===== config.mk =====
export PLATFORM = sky130hd
export DESIGN_NAME = nmea_chk_engine
export DESIGN_NICKNAME = d
export VERILOG_FILES = /design/src/nmea_chk_pkg.sv /design/src/nmea_chk_engine.sv
export VERILOG_INCLUDE_DIRS = /design/src /design/src/src
export SDC_FILE = /design/constraint.sdc
export NUM_CORES = 1
export LEC_CHECK = 0
export BUFFER_PORTS_ARGS = -buffer_cell sky130_fd_sc_hd__buf_2
export CAP_MARGIN = 15
export CORE_ASPECT_RATIO = 1.75
export CORE_MARGIN = 1.5
export CORE_UTILIZATION = 39
export CTS_CLUSTER_SIZE = 40
export DETAILED_ROUTE_END_ITERATION = 7
export PLACE_DENSITY = 0.53
export SYNTH_ARGS = -nofsm -noshare
export SYNTH_HDL_FRONTEND = slang
export SYNTH_SLANG_ARGS = --single-unit

===== constraint.sdc =====
create_clock -name i_clk -period 4 [get_ports i_clk]
set_input_delay 0.2 -clock i_clk [delete_from_list [all_inputs] [get_ports i_clk]]
set_output_delay 0.2 -clock i_clk [all_outputs]
set_load 0.005 [all_outputs]

===== src/nmea_sentence_checker_defines.svh =====
// assertion macros shared by the nmea checker rtl
`ifndef NMEA_SENTENCE_CHECKER_DEFINES_SVH
`define NMEA_SENTENCE_CHECKER_DEFINES_SVH

`ifndef SYNTHESIS
// same-cycle implication under an active-low reset
`define NMEA_ASSERT_IMPLIES(label, clk, rst_n, ante, cons) \
    label: assert property (@(posedge clk) disable iff (!(rst_n)) (ante) |-> (cons)) \
        else $error("nmea checker: same-cycle assertion failed");
// next-cycle implication under an active-low reset
`define NMEA_ASSERT_NEXT(label, clk, rst_n, ante, cons) \
    label: assert property (@(posedge clk) disable iff (!(rst_n)) (ante) |=> (cons)) \
        else $error("nmea checker: next-cycle assertion failed");
`else
`define NMEA_ASSERT_IMPLIES(label, clk, rst_n, ante, cons)
`define NMEA_ASSERT_NEXT(label, clk, rst_n, ante, cons)
`endif

`endif


===== src/nmea_chk_pkg.sv =====
package nmea_chk_pkg;

    // byte counter depth and widths
    localparam int BUF_LEN   = 128;
    localparam int CNT_W     = $clog2(BUF_LEN);
    localparam int MIN_LEN_W = 7;
    localparam int CMP_W     = (CNT_W > MIN_LEN_W) ? CNT_W : MIN_LEN_W;

    localparam logic [MIN_LEN_W-1:0] MIN_LEN_RST = 7'd10;

    // special characters
    localparam logic [7:0] CH_START = 8'h24;
    localparam logic [7:0] CH_STAR  = 8'h2A;
    localparam logic [7:0] CH_COMMA = 8'h2C;
    localparam logic [7:0] CH_LF    = 8'h0A;

    localparam logic [5:0] HDR_LEN   = 6'd6;
    localparam logic [4:0] FIELD_MAX = 5'd31;
    localparam logic [5:0] POS_MAX   = 6'd63;

    typedef enum logic [1:0] {
        KIND_RMC   = 2'd0,
        KIND_GGA   = 2'd1,
        KIND_OTHER = 2'd2
    } t_kind;

    typedef struct packed {
        logic       done;
        logic       ok;
        t_kind      kind;
        logic [4:0] field_index;
        logic [5:0] char_in_field;
    } t_result;

    // "$GPRMC"
    function automatic logic [7:0] hdr_rmc_char(input logic [2:0] idx);
        logic [7:0] c;
        case (idx)
            3'd0:    c = 8'h24;
            3'd1:    c = 8'h47;
            3'd2:    c = 8'h50;
            3'd3:    c = 8'h52;
            3'd4:    c = 8'h4D;
            3'd5:    c = 8'h43;
            default: c = 8'h00;
        endcase
        return c;
    endfunction

    // "$GPGGA"
    function automatic logic [7:0] hdr_gga_char(input logic [2:0] idx);
        logic [7:0] c;
        case (idx)
            3'd0:    c = 8'h24;
            3'd1:    c = 8'h47;
            3'd2:    c = 8'h50;
            3'd3:    c = 8'h47;
            3'd4:    c = 8'h47;
            3'd5:    c = 8'h41;
            default: c = 8'h00;
        endcase
        return c;
    endfunction

    // nibble to upper-case ascii hex digit
    function automatic logic [7:0] hex_upper(input logic [3:0] nib);
        logic [7:0] c;
        if (nib < 4'd10) begin
            c = 8'h30 + {4'd0, nib};
        end else begin
            c = 8'h37 + {4'd0, nib};
        end
        return c;
    endfunction

endpackage


===== src/nmea_chk_engine.sv =====
module nmea_chk_engine (
    input  logic                                 i_clk,
    input  logic                                 i_rst_n,
    input  logic                                 i_advance,
    input  logic [7:0]                           i_byte,
    input  logic [nmea_chk_pkg::MIN_LEN_W-1:0]   i_min_length,
    output nmea_chk_pkg::t_result                o_result
);
    import nmea_chk_pkg::*;
    `include "nmea_sentence_checker_defines.svh"

    logic             r_sum_active, n_sum_active;
    logic [7:0]       r_sum, n_sum;
    logic [CNT_W-1:0] r_count, n_count;
    logic [7:0]       r_recent [3];
    logic [7:0]       n_recent [3];
    logic [4:0]       r_comma_count, n_comma_count;
    logic [5:0]       r_field_pos, n_field_pos;
    logic             r_rmc, n_rmc;
    logic             r_gga, n_gga;

    logic             w_short_lf;
    logic             w_active;

    assign w_short_lf = (i_byte == CH_LF) &&
                        (CMP_W'(r_count) < CMP_W'(i_min_length));

    always_comb begin
        n_sum_active  = r_sum_active;
        n_sum         = r_sum;
        n_count       = r_count;
        n_recent      = r_recent;
        n_comma_count = r_comma_count;
        n_field_pos   = r_field_pos;
        n_rmc         = r_rmc;
        n_gga         = r_gga;
        w_active      = r_sum_active;

        o_result.done          = 1'b0;
        o_result.ok            = 1'b0;
        o_result.field_index   = r_comma_count;
        o_result.char_in_field = r_field_pos;

        if (!w_short_lf) begin
            if (i_byte == CH_START) begin
                n_sum_active  = 1'b1;
                n_sum         = 8'd0;
                n_count       = CNT_W'(1);
                n_comma_count = 5'd0;
                n_field_pos   = 6'd1;
                n_rmc         = 1'b1;
                n_gga         = 1'b1;
                o_result.field_index   = 5'd0;
                o_result.char_in_field = 6'd0;
            end else begin
                if (i_byte == CH_STAR) begin
                    w_active = 1'b0;
                end else if (i_byte == CH_LF) begin
                    o_result.done = 1'b1;
                    o_result.ok   = (r_recent[2] == hex_upper(r_sum[7:4])) &&
                                    (r_recent[1] == hex_upper(r_sum[3:0]));
                end
                n_sum_active = w_active;
                if (w_active) begin
                    n_sum = r_sum ^ i_byte;
                end
                // header match over the first six bytes of field zero
                if (r_comma_count == 5'd0 && r_field_pos < HDR_LEN) begin
                    if (i_byte != hdr_rmc_char(r_field_pos[2:0])) begin
                        n_rmc = 1'b0;
                    end
                    if (i_byte != hdr_gga_char(r_field_pos[2:0])) begin
                        n_gga = 1'b0;
                    end
                end
                if (i_byte == CH_COMMA) begin
                    if (r_comma_count < FIELD_MAX) begin
                        n_comma_count = r_comma_count + 5'd1;
                    end
                    n_field_pos = 6'd0;
                end else if (r_field_pos < POS_MAX) begin
                    n_field_pos = r_field_pos + 6'd1;
                end
                if (o_result.done) begin
                    n_count = '0;
                end else if (r_count == CNT_W'(BUF_LEN - 1)) begin
                    n_count = '0;
                end else begin
                    n_count = r_count + CNT_W'(1);
                end
            end
            n_recent[2] = r_recent[1];
            n_recent[1] = r_recent[0];
            n_recent[0] = i_byte;
        end

        if (n_rmc) begin
            o_result.kind = KIND_RMC;
        end else if (n_gga) begin
            o_result.kind = KIND_GGA;
        end else begin
            o_result.kind = KIND_OTHER;
        end
    end

    always_ff @(posedge i_clk) begin
        if (!i_rst_n) begin
            r_sum_active  <= 1'b0;
            r_sum         <= 8'd0;
            r_count       <= '0;
            r_recent[0]   <= 8'd0;
            r_recent[1]   <= 8'd0;
            r_recent[2]   <= 8'd0;
            r_comma_count <= 5'd0;
            r_field_pos   <= 6'd0;
            r_rmc         <= 1'b0;
            r_gga         <= 1'b0;
        end else if (i_advance) begin
            r_sum_active  <= n_sum_active;
            r_sum         <= n_sum;
            r_count       <= n_count;
            r_recent      <= n_recent;
            r_comma_count <= n_comma_count;
            r_field_pos   <= n_field_pos;
            r_rmc         <= n_rmc;
            r_gga         <= n_gga;
        end
    end

    `NMEA_ASSERT_NEXT(a_start_clears, i_clk, i_rst_n,
        i_advance && i_byte == CH_START,
        r_comma_count == 5'd0 && r_field_pos == 6'd1 && r_count == CNT_W'(1))
    `NMEA_ASSERT_NEXT(a_done_clears_count, i_clk, i_rst_n,
        i_advance && o_result.done, r_count == '0)
    `NMEA_ASSERT_NEXT(a_star_stops_sum, i_clk, i_rst_n,
        i_advance && i_byte == CH_STAR, !r_sum_active && $stable(r_sum))

endmodule


==> metrics.yaml <==
cts_buffer_depth: 2
grt_max_degree: 38
wirelength_um: 9160
ys_ff_latch: 53
htree_levels: 2
drt_iter0_markers: 168
synthCells: 435
p_sw_mw: 0.299
first_pass_iters: 4
final_max_slew_viol_count: 0
die-area_mm2: 0.00930
finalCritPeriodShare_pct: 74.3
synth_edf_count: 0
insertion_delay_ns: 0.30
cts-root-buf: "clkbuf_16"
clockPowerShare_pct: 42.2
slew_headroom_pct: 38.0
area_growth_syn_to_layout_pct: 9.35
portBuffers: 32
p_leak_nw: 1.49
ys_seq_area_share_pct: 31.2
ios: 33
overflow: 0
final_util_pct: 44.4
die_w_um: 73.6
crit_type: "reg2out"
antenna_cells: 0
fin_tns_setup_ns: 0
vdd_drop_max_mv: 0.150
dpl.cell_count: 557
rsz0062_at_grt: "no"
powerDensity_mw_per_mm2: 318
fin_crit_ns: 2.97
core_mm2: 0.00837
status: "finished clean"
dpl-instance-area_mm2: 0.00355
num_rows: 44
whs_ns: 0.231
syn_nets: 473
synthDistinctLibCells: 65
required_ns: 3.80
synth_top_area_cell: "dfxtp_1"
synth_top_area_share_pct: 31.2
nets: 487
synth_common_cells: "nand2_1, dfxtp_1, a21oi_1"
hp-class: "in2reg"
grt_pass1_wl_um: 14900
maxCapViolCount: 0
cts_setup_buffers: 0
skew_ns: 0.00585
netlist_area_mm2: 0.00340
ys_async_sr_fraction_pct: 0
start_util_pct: 40.6
synthTopCellsByArea: "dfxtp_1, nand2_1, ha_1"
fp.dieH_um: 126
critPathCaptureType: "primary output"
vias_per_cell: 5.47
cts-resized-gates: 0
layout-drive-gt1-share_pct: 12.7
ys.flop_type: "dfxtp_1"
cts_hold_buf: 0
post-dp-hpwl_um: 6760
track_usage_pct: 20.7
wl_per_cell_um: 16.2
setup_viol: 0
fin_ws_ns: 1.03
yosysMostFrequentCell: "nand2_1"
cts_buffers: 5
worst_pin_slew_ns: 0.923
dpl_worst_slack_ns: 1.28
p_sw_share_pct: 25.3
clkTransAtPathRegs_ns: 0.07
crit_arrival_ns: 2.77
gp_congestion: 0.862
grt_antenna_before_repair: 0
p_total_mw: 1.18
fmax_mhz: 337
cts.sinks: 53
seqPwrFrac_pct: 46.8
critical_path.max_fanout: 18
combinationalPowerShare_pct: 11.0
remaining_drc_errors: 0
p_int_mw: 0.884
drtAntennaViolNets: 0
final_cells: 565
fin_area_mm2: 0.00372
ys_warn_count: 0
grt_pass1_vias: 2998
critPathLaunchType: "register"
hold_violations: 0
cts_tree: "built"
avgSynthCellArea_um2: 7.81
num_vias: 3090
-- routing by layer --
layer  GRT usage, %  part of all wire (%)  up-vias  wire [um]
li1               -                     -     1553          -
met1           22.5                    38     1451       3500
met2           37.5                    55       59       5020
met3           2.46                   1.9       27        175
met4           11.3                   5.0        0        459
met5              0                     0        -          0
-- critical path: stages (launching register included) --
cell	delay, ns
dfxtp_1	0.64
ha_1	0.44
nor3b_1	0.12
mux2_2	0.26
o2111ai_1	0.10
o211ai_1	0.34
nand2_1	0.10
a211oi_1	0.29
buf_2	0.17
-- layout make-up --
class | count | area [um^2]
clock buffer | 6 | 129
clock inverter | 2 | 38.8
tap | 115 | 144
fill | 900 | 4650
timing repair buffer | 33 | 168
sequential | 53 | 1060
inverter | 22 | 82.6
multi-input combinational | 334 | 2090
-- path summary, 6_finish.rpt --
path                  start            to  slack (ns)  cells after the start
max          r_field_pos[2]  o_result[11]        1.03                      8
min reg2reg    r_recent[20]  r_recent[12]        0.45                      2
max reg2reg      r_count[4]    r_count[2]        1.27                      7
min               i_byte[7]  r_recent[23]        0.23                      3
-- power by group through the flow --
| stage | Combinational [mW] | Sequential [mW] | Clock, mW |
|---|---|---|---|
| 6_report | 0.131 | 0.553 | 0.499 |
| 5_1_grt | 0.146 | 0.555 | 0.536 |
| 4_1_cts | 0.131 | 0.553 | 0.514 |
| 3_5_place_dp | 0.131 | 0.566 | 0 |
| 3_3_place_gp | 0.130 | 0.565 | 0 |
| 2_1_floorplan | 0.0992 | 0.560 | 0 |
-- sequential cells by signal (all words and copies together) (netlist names) --
signal and cells:
r_recent 24, r_sum 8, r_count 7, r_field_pos 6, r_comma_count 5, r_gga 1
r_rmc 1, r_sum_active 1
-- cell usage in the layout, fill, tap and decap left out, drive strengths merged, types with 3 or more instances in the layout --
cell type / synthesis / final
nor3b: 6 / 6
nor4: 5 / 5
mux2i: 4 / 4
a31oi: 5 / 5
nand2: 78 / 78
o211ai: 4 / 4
clkbuf: 15 / 6
inv: 21 / 21
nand3: 10 / 10
a211oi: 4 / 4
xnor2: 11 / 11
a21oi: 45 / 45
and3: 7 / 7
nand4: 13 / 13
xor2: 12 / 12
nand2b: 3 / 3
buf: 11 / 33
nand3b: 3 / 3
o32ai: 3 / 3
nor2b: 11 / 11
nor2: 32 / 32
nor3: 9 / 9
or3: 4 / 4
ha: 20 / 20
o21ai: 11 / 11
dfxtp: 53 / 53
-- logic make-up after synthesis --
kind of cell / Yosys count / share of synthesized area [%]
and+or+nand+nor: 190 / 28.1
AOI/OAI and AO/OA: 96 / 18.7
DFF: 53 / 31.2
buffers and inverters: 48 / 7.18
xor gates and xnor gates: 23 / 5.93
adders and majority gates: 20 / 7.36
muxes: 5 / 1.51
Note: power is estimated with default switching activity, not from simulation.
